--- src/hw/rtl/assert_macros.svh ---
`ifndef ASSERT_MACROS_SVH
`define ASSERT_MACROS_SVH

// Property that must hold at every clock edge outside reset.
`define ASSERT_ALWAYS(label, prop, msg) \
	label: assert property (@(posedge clk) disable iff (!arst_n) (prop)) else $error(msg);

// Same-cycle implication.
`define ASSERT_IMPL(label, ante, cons, msg) \
	label: assert property (@(posedge clk) disable iff (!arst_n) (ante) |-> (cons)) \
		else $error(msg);

// Consequence checked in the cycle after the antecedent.
`define ASSERT_NEXT(label, ante, cons, msg) \
	label: assert property (@(posedge clk) disable iff (!arst_n) (ante) |=> (cons)) \
		else $error(msg);

`endif

--- src/hw/rtl/lkv_pkg.sv ---
`default_nettype none

package lkv_pkg;

	localparam int ENTRIES = 16;
	localparam int IDX_W   = (ENTRIES > 1) ? $clog2(ENTRIES) : 1;
	localparam int RANK_W  = IDX_W;
	localparam int CNT_W   = $clog2(ENTRIES + 1);
	localparam int CAP_W   = 5;
	localparam int KEY_W   = 32;
	localparam int VAL_W   = 32;
	localparam int CMP_W   = (CNT_W > CAP_W) ? CNT_W : CAP_W;

	typedef logic [IDX_W-1:0]  idx_t;
	typedef logic [RANK_W-1:0] rank_t;
	typedef logic [CNT_W-1:0]  cnt_t;
	typedef logic [CAP_W-1:0]  cap_t;
	typedef logic [KEY_W-1:0]  key_t;
	typedef logic signed [VAL_W-1:0] val_t;

	localparam cap_t CAP_RESET = 5'd16;

	localparam logic MODE_LOOKUP = 1'b0;
	localparam logic MODE_STORE  = 1'b1;

	// slot selection for the item in flight
	typedef struct packed {
		logic hit;
		idx_t hit_idx;
		idx_t free_idx;
		idx_t lru_idx;
		logic room;
	} sel_t;

endpackage

`default_nettype wire

--- src/hw/rtl/lkv_match.sv ---
`default_nettype none

module lkv_match
	import lkv_pkg::*;
(
	input  wire logic [ENTRIES-1:0] valid,
	input  wire key_t               keys [ENTRIES],
	input  wire rank_t              ranks [ENTRIES],
	input  wire cnt_t               occ,
	input  wire cap_t               capacity,
	input  wire key_t               key,
	output sel_t                    sel
);

	logic [CMP_W-1:0] cap_ext;
	logic [CMP_W-1:0] eff_cap;

	always_comb begin
		cap_ext = CMP_W'(capacity);
		if (cap_ext == '0) begin
			eff_cap = CMP_W'(1);
		end else if (cap_ext > CMP_W'(ENTRIES)) begin
			eff_cap = CMP_W'(ENTRIES);
		end else begin
			eff_cap = cap_ext;
		end
	end

	// scan downwards so the lowest-numbered slot wins
	always_comb begin
		sel = '0;
		sel.room = CMP_W'(occ) < eff_cap;
		for (int i = ENTRIES - 1; i >= 0; i--) begin
			if (valid[i] && keys[i] == key) begin
				sel.hit     = 1'b1;
				sel.hit_idx = idx_t'(i);
			end
			if (!valid[i]) begin
				sel.free_idx = idx_t'(i);
			end
			// valid ranks are distinct 0..occ-1, so the oldest holds occ-1
			if (valid[i] && cnt_t'(ranks[i]) == occ - cnt_t'(1)) begin
				sel.lru_idx = idx_t'(i);
			end
		end
	end

endmodule

`default_nettype wire

--- src/hw/rtl/lkv_store.sv ---
`default_nettype none

module lkv_store
	import lkv_pkg::*;
(
	input  wire logic               clk,
	input  wire logic               arst_n,
	input  wire logic               advance,
	input  wire logic               mode,
	input  wire key_t               key,
	input  wire val_t               value,
	input  wire sel_t               sel,
	output logic [ENTRIES-1:0]      valid,
	output key_t                    keys [ENTRIES],
	output val_t                    values [ENTRIES],
	output rank_t                   ranks [ENTRIES],
	output cnt_t                    occ
);

	`include "assert_macros.svh"

	logic [ENTRIES-1:0] valid_q;
	key_t               keys_q [ENTRIES];
	val_t               values_q [ENTRIES];
	rank_t              ranks_q [ENTRIES];
	cnt_t               occ_q;

	logic apply;
	idx_t slot;
	cnt_t pivot;

	assign apply = advance && (mode == MODE_STORE || sel.hit);

	// a fill ages every valid entry, which is the same as pivoting on occ
	always_comb begin
		if (sel.hit) begin
			slot  = sel.hit_idx;
			pivot = cnt_t'(ranks_q[sel.hit_idx]);
		end else if (sel.room) begin
			slot  = sel.free_idx;
			pivot = occ_q;
		end else begin
			slot  = sel.lru_idx;
			pivot = cnt_t'(ranks_q[sel.lru_idx]);
		end
	end

	always_ff @(posedge clk or negedge arst_n) begin
		if (!arst_n) begin
			valid_q <= '0;
			occ_q   <= '0;
			for (int i = 0; i < ENTRIES; i++) begin
				ranks_q[i] <= '0;
			end
		end else if (apply) begin
			for (int i = 0; i < ENTRIES; i++) begin
				if (valid_q[i] && idx_t'(i) != slot && cnt_t'(ranks_q[i]) < pivot) begin
					ranks_q[i] <= ranks_q[i] + 1'b1;
				end
			end
			ranks_q[slot] <= '0;
			valid_q[slot] <= 1'b1;
			if (mode == MODE_STORE && !sel.hit && sel.room) begin
				occ_q <= occ_q + 1'b1;
			end
		end
	end

	always_ff @(posedge clk) begin
		if (apply && mode == MODE_STORE) begin
			values_q[slot] <= value;
			if (!sel.hit) begin
				keys_q[slot] <= key;
			end
		end
	end

	assign valid  = valid_q;
	assign keys   = keys_q;
	assign values = values_q;
	assign ranks  = ranks_q;
	assign occ    = occ_q;

	`ASSERT_ALWAYS(a_occ_count, occ_q == CNT_W'($countones(valid_q)), "occupancy out of step")
	`ASSERT_ALWAYS(a_occ_max, occ_q <= CNT_W'(ENTRIES), "occupancy above entry count")
	`ASSERT_NEXT(a_mru, apply, valid_q[$past(slot)] && ranks_q[$past(slot)] == '0, "touched slot not most recent")

endmodule

`default_nettype wire

--- src/hw/rtl/lru_key_value_cache_top.sv ---
// Fully associative key-value cache, 16 entries, least recently used replacement.
// Input channel s_*: one item per lookup (tuser 0) or store (tuser 1); tdata carries
// key in bits 31:0 and value in bits 63:32. Output channel m_*: exactly one result
// per item, in order; tuser is found, tdata the value read (zero unless a lookup hit).
// Configuration channel cfg_*: writes the capacity register (5 bits), always ready;
// write it only while no item is in flight. Capacity 0 acts as 1, above 16 as 16.
// An item is registered on acceptance; its result is registered once the item leaves
// the input register, which needs a free result register. Throughput is one item per
// cycle while the receiver does not stall: key compare, slot choice and recency
// update all happen combinationally between the input and result registers.
// Reset empties the cache and sets capacity to 16; no clearing sweep is needed.
// When the receiver stalls the result register holds, the input register fills, and
// s_tready drops until the result is taken.

`default_nettype none

module lru_key_value_cache_top
	import lkv_pkg::*;
(
	input  wire logic        clk,
	input  wire logic        arst_n,
	input  wire logic        s_tvalid,
	output logic             s_tready,
	input  wire logic [63:0] s_tdata,   // key[31:0], value[63:32]
	input  wire logic        s_tuser,   // mode
	output logic             m_tvalid,
	input  wire logic        m_tready,
	output logic [31:0]      m_tdata,   // read_value[31:0]
	output logic             m_tuser,   // found
	input  wire logic        cfg_valid,
	output logic             cfg_ready,
	input  wire logic [4:0]  cfg_data   // capacity
);

	`include "assert_macros.svh"

	logic  s1_valid_q;
	logic  mode_s1;
	key_t  key_s1;
	val_t  value_s1;
	logic  m_valid_q;
	logic  found_q;
	val_t  rdata_q;
	cap_t  cap_q;

	logic               out_free;
	logic               advance;
	sel_t               sel;
	logic [ENTRIES-1:0] valid;
	key_t               keys [ENTRIES];
	val_t               values [ENTRIES];
	rank_t              ranks [ENTRIES];
	cnt_t               occ;

	assign out_free  = !m_valid_q || m_tready;
	assign advance   = s1_valid_q && out_free;
	assign s_tready  = !s1_valid_q || advance;
	assign cfg_ready = 1'b1;

	always_ff @(posedge clk or negedge arst_n) begin
		if (!arst_n) begin
			s1_valid_q <= 1'b0;
			m_valid_q  <= 1'b0;
			cap_q      <= CAP_RESET;
		end else begin
			if (s_tready) begin
				s1_valid_q <= s_tvalid;
			end
			if (out_free) begin
				m_valid_q <= advance;
			end
			if (cfg_valid) begin
				cap_q <= cfg_data;
			end
		end
	end

	always_ff @(posedge clk) begin
		if (s_tvalid && s_tready) begin
			mode_s1  <= s_tuser;
			key_s1   <= s_tdata[31:0];
			value_s1 <= s_tdata[63:32];
		end
		if (advance) begin
			found_q <= sel.hit;
			rdata_q <= (mode_s1 == MODE_LOOKUP && sel.hit) ? values[sel.hit_idx] : '0;
		end
	end

	lkv_match u_match (
		.valid    (valid),
		.keys     (keys),
		.ranks    (ranks),
		.occ      (occ),
		.capacity (cap_q),
		.key      (key_s1),
		.sel      (sel)
	);

	lkv_store u_store (
		.clk     (clk),
		.arst_n  (arst_n),
		.advance (advance),
		.mode    (mode_s1),
		.key     (key_s1),
		.value   (value_s1),
		.sel     (sel),
		.valid   (valid),
		.keys    (keys),
		.values  (values),
		.ranks   (ranks),
		.occ     (occ)
	);

	assign m_tvalid = m_valid_q;
	assign m_tdata  = rdata_q;
	assign m_tuser  = found_q;

	`ASSERT_NEXT(a_result, advance, m_valid_q, "item processed but no result shown")
	`ASSERT_IMPL(a_stall, !s_tready, s1_valid_q && m_valid_q && !m_tready, "input stalled without cause")

endmodule

`default_nettype wire

--- config.mk ---
export PLATFORM = sky130hd
export DESIGN_NAME = lru_key_value_cache_top
export DESIGN_NICKNAME = d
export VERILOG_FILES = /design/src/hw/rtl/lkv_pkg.sv /design/src/hw/rtl/lkv_match.sv /design/src/hw/rtl/lkv_store.sv /design/src/hw/rtl/lru_key_value_cache_top.sv
export VERILOG_INCLUDE_DIRS = /design/src /design/src/hw/rtl
export SDC_FILE = /design/constraint.sdc
export NUM_CORES = 2
export LEC_CHECK = 0
export BUFFER_PORTS_ARGS = -buffer_cell sky130_fd_sc_hd__buf_2
export CAP_MARGIN = 20
export CORE_ASPECT_RATIO = 0.6
export CORE_MARGIN = 2
export CORE_UTILIZATION = 40
export DETAILED_ROUTE_END_ITERATION = 8
export GPL_TIMING_DRIVEN = 0
export PLACE_DENSITY = 0.56
export SETUP_SLACK_MARGIN = 0.1
export SYNTH_ARGS = -nofsm -noshare
export SYNTH_HDL_FRONTEND = slang
export SYNTH_SLANG_ARGS = --single-unit
--- constraint.sdc ---
create_clock -name clk -period 17.6 [get_ports clk]
set_input_delay 3.52 -clock clk [delete_from_list [all_inputs] [get_ports clk]]
set_output_delay 3.52 -clock clk [all_outputs]
set_load 0.02 [all_outputs]
== After elaboration in Yosys (flattened, before gate mapping) ==
Index checks and enable logic that the tools add are counted.
Widths: inputs -> output; s select.

* Memory bits (read-only): 0
* Input bits: 75
* Logic and storage cells: 341
* Output and inout port bits: 36
* Bits in registers: 1214
* Memories kept: 0
* Bits in latches: 0
* Memory bits (writable): 0

* Bitwise operators: 8
* Shift operators: 0
* Add/sub/neg operators: 18
* Equal/unequal tests: 47
* Div/mod/pow operators: 0
* Order comparisons: 24
* Multiply operators: 0
* Reductions and logical operators: 83
* Muxes and demuxes: 103

{| class="wikitable"
|+ Operator list
! cell !! count
|-
| $bwmux 512 || 2
|-
| $eq 32x32->1 || 16
|-
| $mux 4 || 71
|-
| $bmux 32 s4 || 1
|-
| $demux 32 s4 || 1
|-
| $mux 5 || 20
|-
| $mux 32 || 3
|-
| $eq 4x5->1 || 16
|-
| $lt 4x5->1 || 16
|-
| $logic_and 1x1->1 || 73
|-
| $add 4x1->4 const B || 16
|-
| $and 64x64->64 || 1
|-
| $not 64->64 || 1
|-
| $bmux 4 s4 || 2
|-
| $ne 4x4->1 const A || 8
|-
| $demux 4 s4 || 1
|-
| $ne 3x4->1 const A || 4
|-
| $or 16x16->16 || 1
|-
| $ge 5x5->1 const B || 3
|-
| $not 4->5 || 3
|-
| $ne 2x4->1 const A || 2
|-
| $add 5x1->5 const B || 1
|-
| $gt 5x5->1 const B || 1
|-
| $logic_not 5->1 || 1
|-
| other kinds (13) || 19
|}

== Depth between registers and ports, before layout ==
* Depth in word-level cells: 30
* Gate-level depth with buffers: 30
* Mapped depth without buffers: 25

== Cells and area by module ==
Synthesis repeated with hierarchy kept, for this count alone.

* Cell total of the unflattened synthesis: 3472
* Area total of the unflattened synthesis: 53651.5 sq um

{| class="wikitable"
|+ Modules (own cells, without submodules)
! module !! sequential area each (sq um) !! area an instance (sq um) !! cells an instance !! instances
|-
| lkv_store || 32876.5 || 38660.8 || 1891 || 1
|-
| lru_key_value_cache_top || 3119.2 || 7617.3 || 605 || 1
|-
| lkv_match || 0.0 || 7373.3 || 976 || 1
|}

== Least setup slack after synthesis ==
Ideal clock, no wire load.

* Path type: input to register
* Start point: input m_tready
* End point: register u_store.keys_q (netlist bit u_store.keys[480]), enable pin
* Setup time: 0.461 ns
* Arrival time: 7.530 ns
* Stages: 5
* Setup slack: 9.609 ns
* Data required time: 17.139 ns
* Buffers on the path: 1
* Cells stage by stage: nand2b_1 and2_1 clkbuf_1 nand3_1 nor3_1

* Cells in the longest elaborated chain, start to end: 5

{| class="wikitable"
|+ Ends and longest elaborated chain
! item !! line !! source
|-
| start, declared || lru_key_value_cache_top.sv:27 || <nowiki>input wire logic m_tready,</nowiki>
|-
| $logic_or 1x1->1 || lru_key_value_cache_top.sv:55 || <nowiki>assign out_free = !m_valid_q || m_tready;</nowiki>
|-
| $logic_and 1x1->1 || lru_key_value_cache_top.sv:56 || <nowiki>assign advance = s1_valid_q && out_free;</nowiki>
|-
| net advance || lru_key_value_cache_top.sv:47 || <nowiki>logic advance;</nowiki>
|-
| $logic_and 1x1->1 || lkv_store.sv:32 || <nowiki>assign apply = advance && (mode == MODE_STORE || sel.hit);</nowiki>
|-
| $logic_and 1x1->1 || lkv_store.sv:70 || <nowiki>if (apply && mode == MODE_STORE) begin</nowiki>
|-
| $reduce_and 2->1 (no source line) || -- ||
|-
| end signal, assigned by index || lkv_store.sv:73 || <nowiki>keys_q[slot] <= key;</nowiki>
|-
| end, declared || lkv_store.sv:23 || <nowiki>key_t keys_q [ENTRIES];</nowiki>
|}

The timed path passes the listed nets, and every way through them passes these cells.
A chain may end at the register's enable or synchronous reset.

== Final worst setup path ==
* Start point: register key_s1[9]
* End point: register u_store.ranks_q (netlist bit u_store.ranks[51])

* Cells in the longest elaborated chain, start to end: 28
* Elaborated cells between the ends (all ways): 70
* Classes of those cells: order compare: 3; eq/ne: 17; mux: 25; bitwise: 4; reduce/logical: 21

{| class="wikitable"
|+ Ends and longest elaborated chain
! item !! line !! source
|-
| start, declared || lru_key_value_cache_top.sv:39 || <nowiki>key_t key_s1;</nowiki>
|-
| start signal, assigned || lru_key_value_cache_top.sv:81 || <nowiki>key_s1 <= s_tdata[31:0];</nowiki>
|-
| $eq 32x32->1 || lkv_match.sv:34 || <nowiki>if (valid[i] && keys[i] == key) begin</nowiki>
|-
| $logic_and 1x1->1 || lkv_match.sv:34 ||
|-
| $mux 5 (15 in a row) || lkv_match.sv:34 ||
|-
| $mux 5 (*) || lkv_match.sv:34 ||
|-
| $not 4->5 (not written as such) || lkv_store.sv:38 || <nowiki>pivot = cnt_t'(ranks_q[sel.hit_idx]);</nowiki>
|-
| $bmux 4 s4 || lkv_store.sv:38 ||
|-
| $mux 4 (not written as such) (2 in a row) || lkv_store.sv:38 ||
|-
| $mux 5 || lkv_store.sv:36 || <nowiki>if (sel.hit) begin</nowiki>
|-
| $lt 4x5->1 || lkv_store.sv:57 || <nowiki>if (valid_q[i] && idx_t'(i) != slot && cnt_t'(ranks_q[i]) < pivot) begin</nowiki>
|-
| $logic_and 1x1->1 || lkv_store.sv:57 ||
|-
| $mux 4 || lkv_store.sv:57 ||
|-
| $mux 4 || lkv_store.sv:55 || <nowiki>end else if (apply) begin</nowiki>
|-
| $and 64x64->64 (no source line) || -- ||
|-
| end signal, assigned by index || lkv_store.sv:58 || <nowiki>ranks_q[i] <= ranks_q[i] + 1'b1;</nowiki>
|-
| end, declared || lkv_store.sv:25 || <nowiki>rank_t ranks_q [ENTRIES];</nowiki>
|}

Every way passes the cells marked *; elsewhere a longest branch is shown, timed or not. The select of a mux whose other input is x is not followed.

==> flow_summary.ini <==
[routing]
wl_per_cell_um = 29.8
wl_um = 185000
antenna_left = 0
dr_total_vias = 36600
drt-initial-drc-count = 5704
vias_per_cell = 5.91
drc_errors = 0
first_pass_iters = 5

[synthesis]
synth_area_per_cell_sq_um = 14.0
yosysSeqAreaShare_pct = 64.9
synth-main-ff-cell = edfxtp_1
syn_inst = 3970
synthDistinctLibCells = 89
ys_seq_elements = 1214
syn_nets = 4115
synth_top_area_cell = edfxtp_1
yosysWarnings = 0
yosys-top-cells-area = edfxtp_1 61%, xor2_1 4.8%, mux2i_1 4.7%
async_flop_share_pct = 7.58
synth-edff-count = 1122
syn_area_sq_um = 55400
synth_top_area_share_pct = 60.8

[sta]
relSlewSlack_pct = 14.7
rsz0062_at_grt = no
fin_tns_setup_ns = 0
fin_crit_ns = 9.79
final_max_slew_viol_count = 0
worst_slew_pin_slew_ns = 1.28
worst_clock_skew_ns = 0.0909
hold_violations = 0
timing.fmax_ghz = 0.102
setup_viol = 0
finalCritPeriodShare_pct = 55.6

[floorplan]
die_h_um = 292
io_pins = 111
dieArea_sq_um = 142000
fp.coreArea_sq_um = 137000
rows = 105
dieWidth_um = 485
initial_core_util_pct = 40.4

[place]
portBuffers = 109
hpwl_um = 128000
placed_area_sq_um = 60100
gp_congestion = 0.978

[grt]
grt_usage_pct = 25.7
grt_pass1_vias = 33800
grt_pass1_wl_um = 258000
overflow = 0
antenna_found_initial = 18
grt_start_max_net_pins = 58

[setup_path]
setup.worst_path.end_class = flop
cp_slowest_cell = edfxtp_1
crit_type = flop to flop
crit_top_cell = clkbuf_1
cp-start-kind = flop
arrival_ns = 10.43
max_stage_delay_ns = 0.93
crit_fanout = 10
cp_num_buf_inv = 6
critPathTopFamily = buffers and inverters
required_ns = 18.24

[clock_network]
htreeDepth = 3
clk_path_buf_depth = 3
post_cts_resized = 0
postCtsSetupBuffers = 0
cts_tree = done
clk_latency_ns = 0.78
cts_buffers = 114
clockRootBuffer = clkbuf_16
hold_buffers = 0
clkTransAtPathRegs_ns = 0.06
clock-sinks = 1214

[job]
drv_cap = 0

[layout]
layout_commonest_cell = edfxtp_1
post-route-cell-area_sq_um = 63900
final_nets = 4419
mostFrequentLayoutCells = 1122 x edfxtp_1, 305 x xor2_1, 295 x nand2_1
syn_to_final_growth_pct = 15.2
drive_above_1_share_pct = 14.8

[hold_path]
hold_class = flop to flop

[outcome]
status = finished, final reports clean

[power]
ir_worst_vdd_mv = 0.124
p_per_area_nw_per_um2 = 135
total_leakage_power_nw = 21.7
flip-flops by register name, indices dropped and copies added, names as in the netlist, 5 cells and up:
signal	cells
cap_q	5
key_s1	32
m_tdata	32
u_store.keys	512
u_store.occ	5
u_store.ranks	64
u_store.valid	16
u_store.values	512
value_s1	32
report_power, final:
| part | total (mW) | switching, mW | leakage (nW) | internal [mW] |
|---|---|---|---|---|
| sequential | 3.70 | 0.259 | 11.4 | 3.44 |
| clock | 2.49 | 1.15 | 1.81 | 1.34 |
| combinational | 2.45 | 1.56 | 8.52 | 0.886 |
layout make-up:
class / instances / area [sq um]
clock inverters: 72 / 679
plain buffers: 195 / 937
fillers: 12200 / 73300
multi-input cells: 2530 / 18600
inverters: 31 / 116
well taps: 1819 / 2280
clock buffers: 144 / 3050
diodes: 2 / 5.00
repair buffers: 188 / 2170
flip-flops and latches: 1214 / 36000
Yosys cell counts, types with 17 or more instances:
library cell,n
edfxtp_1,1122
mux2i_1,262
o21ai_0,189
nand2b_1,49
or4_1,17
nand4_1,153
clkbuf_1,63
inv_1,28
nand4b_1,17
o211ai_1,53
nor3_1,35
and3_1,18
nand2_1,295
o2111ai_1,19
nor2_1,160
nand3_1,120
a21o_1,20
xnor2_1,268
buf_2,100
nor4_1,125
xor2_1,305
mux2_2,86
ha_1,70
a21oi_1,60
dfrtp_1,91
routing by layer:
metal | global-route usage, % | part of all wire (%) | vias up
li1 | - | - | 15600
met1 | 42.6 | 47 | 18500
met2 | 33.1 | 38 | 2271
met3 | 5.91 | 12 | 268
met4 | 5.46 | 2.0 | 2
met5 | 0 | 0.0070 | -
through the flow:
step / setup slack (ns) / instances / hold WS (ns) / power [mW] / util (%)
floorplan: 9.61 / 3970 / 0.449 / 5.18 / -
global placement: 5.26 / 5898 / 0.458 / 5.94 / 42.5
detailed placement: 8.29 / 5973 / 0.513 / 6.10 / 43.8
CTS: 8.26 / 6189 / 0.522 / 8.58 / 46.5
global route: 7.82 / 6194 / 0.528 / 8.95 / 46.6
finish: 7.81 / 6195 / 0.513 / 8.64 / 46.6
worst paths after layout:
check	cells past startpoint	slack (ns)	end	startpoint
worst min register to register	1	0.51	m_tvalid$_DFFE_PN0P_	s1_valid_q$_DFFE_PN0N_
min in group asynchronous	1	2.77	u_store.ranks[22]$_DFFE_PN0P_	arst_n
worst max-delay path	26	7.81	u_store.ranks[51]$_DFFE_PN0P_	key_s1[9]$_DFFE_PP_
max in group asynchronous	2	14.08	u_store.ranks[35]$_DFFE_PN0P_	arst_n
worst max register to register	26	7.81	u_store.ranks[51]$_DFFE_PN0P_	key_s1[9]$_DFFE_PP_
worst min-delay path	1	0.51	m_tvalid$_DFFE_PN0P_	s1_valid_q$_DFFE_PN0N_
logic make-up (layout without fill, tap and decap cells):
kind of cell    Yosys count  in the layout  synth area share, %
buf+inv                 226            630                 1.90
other cells               1              3              0.00676
simple gates           1085           1085                 10.3
mux                     357            357                 6.79
fa+ha+maj                70             70                 1.58
xor+xnor                590            590                 9.72
compound gates          427            427                 4.79
flops                  1214           1214                 64.9
Note: power is estimated with default switching activity, not from simulation.
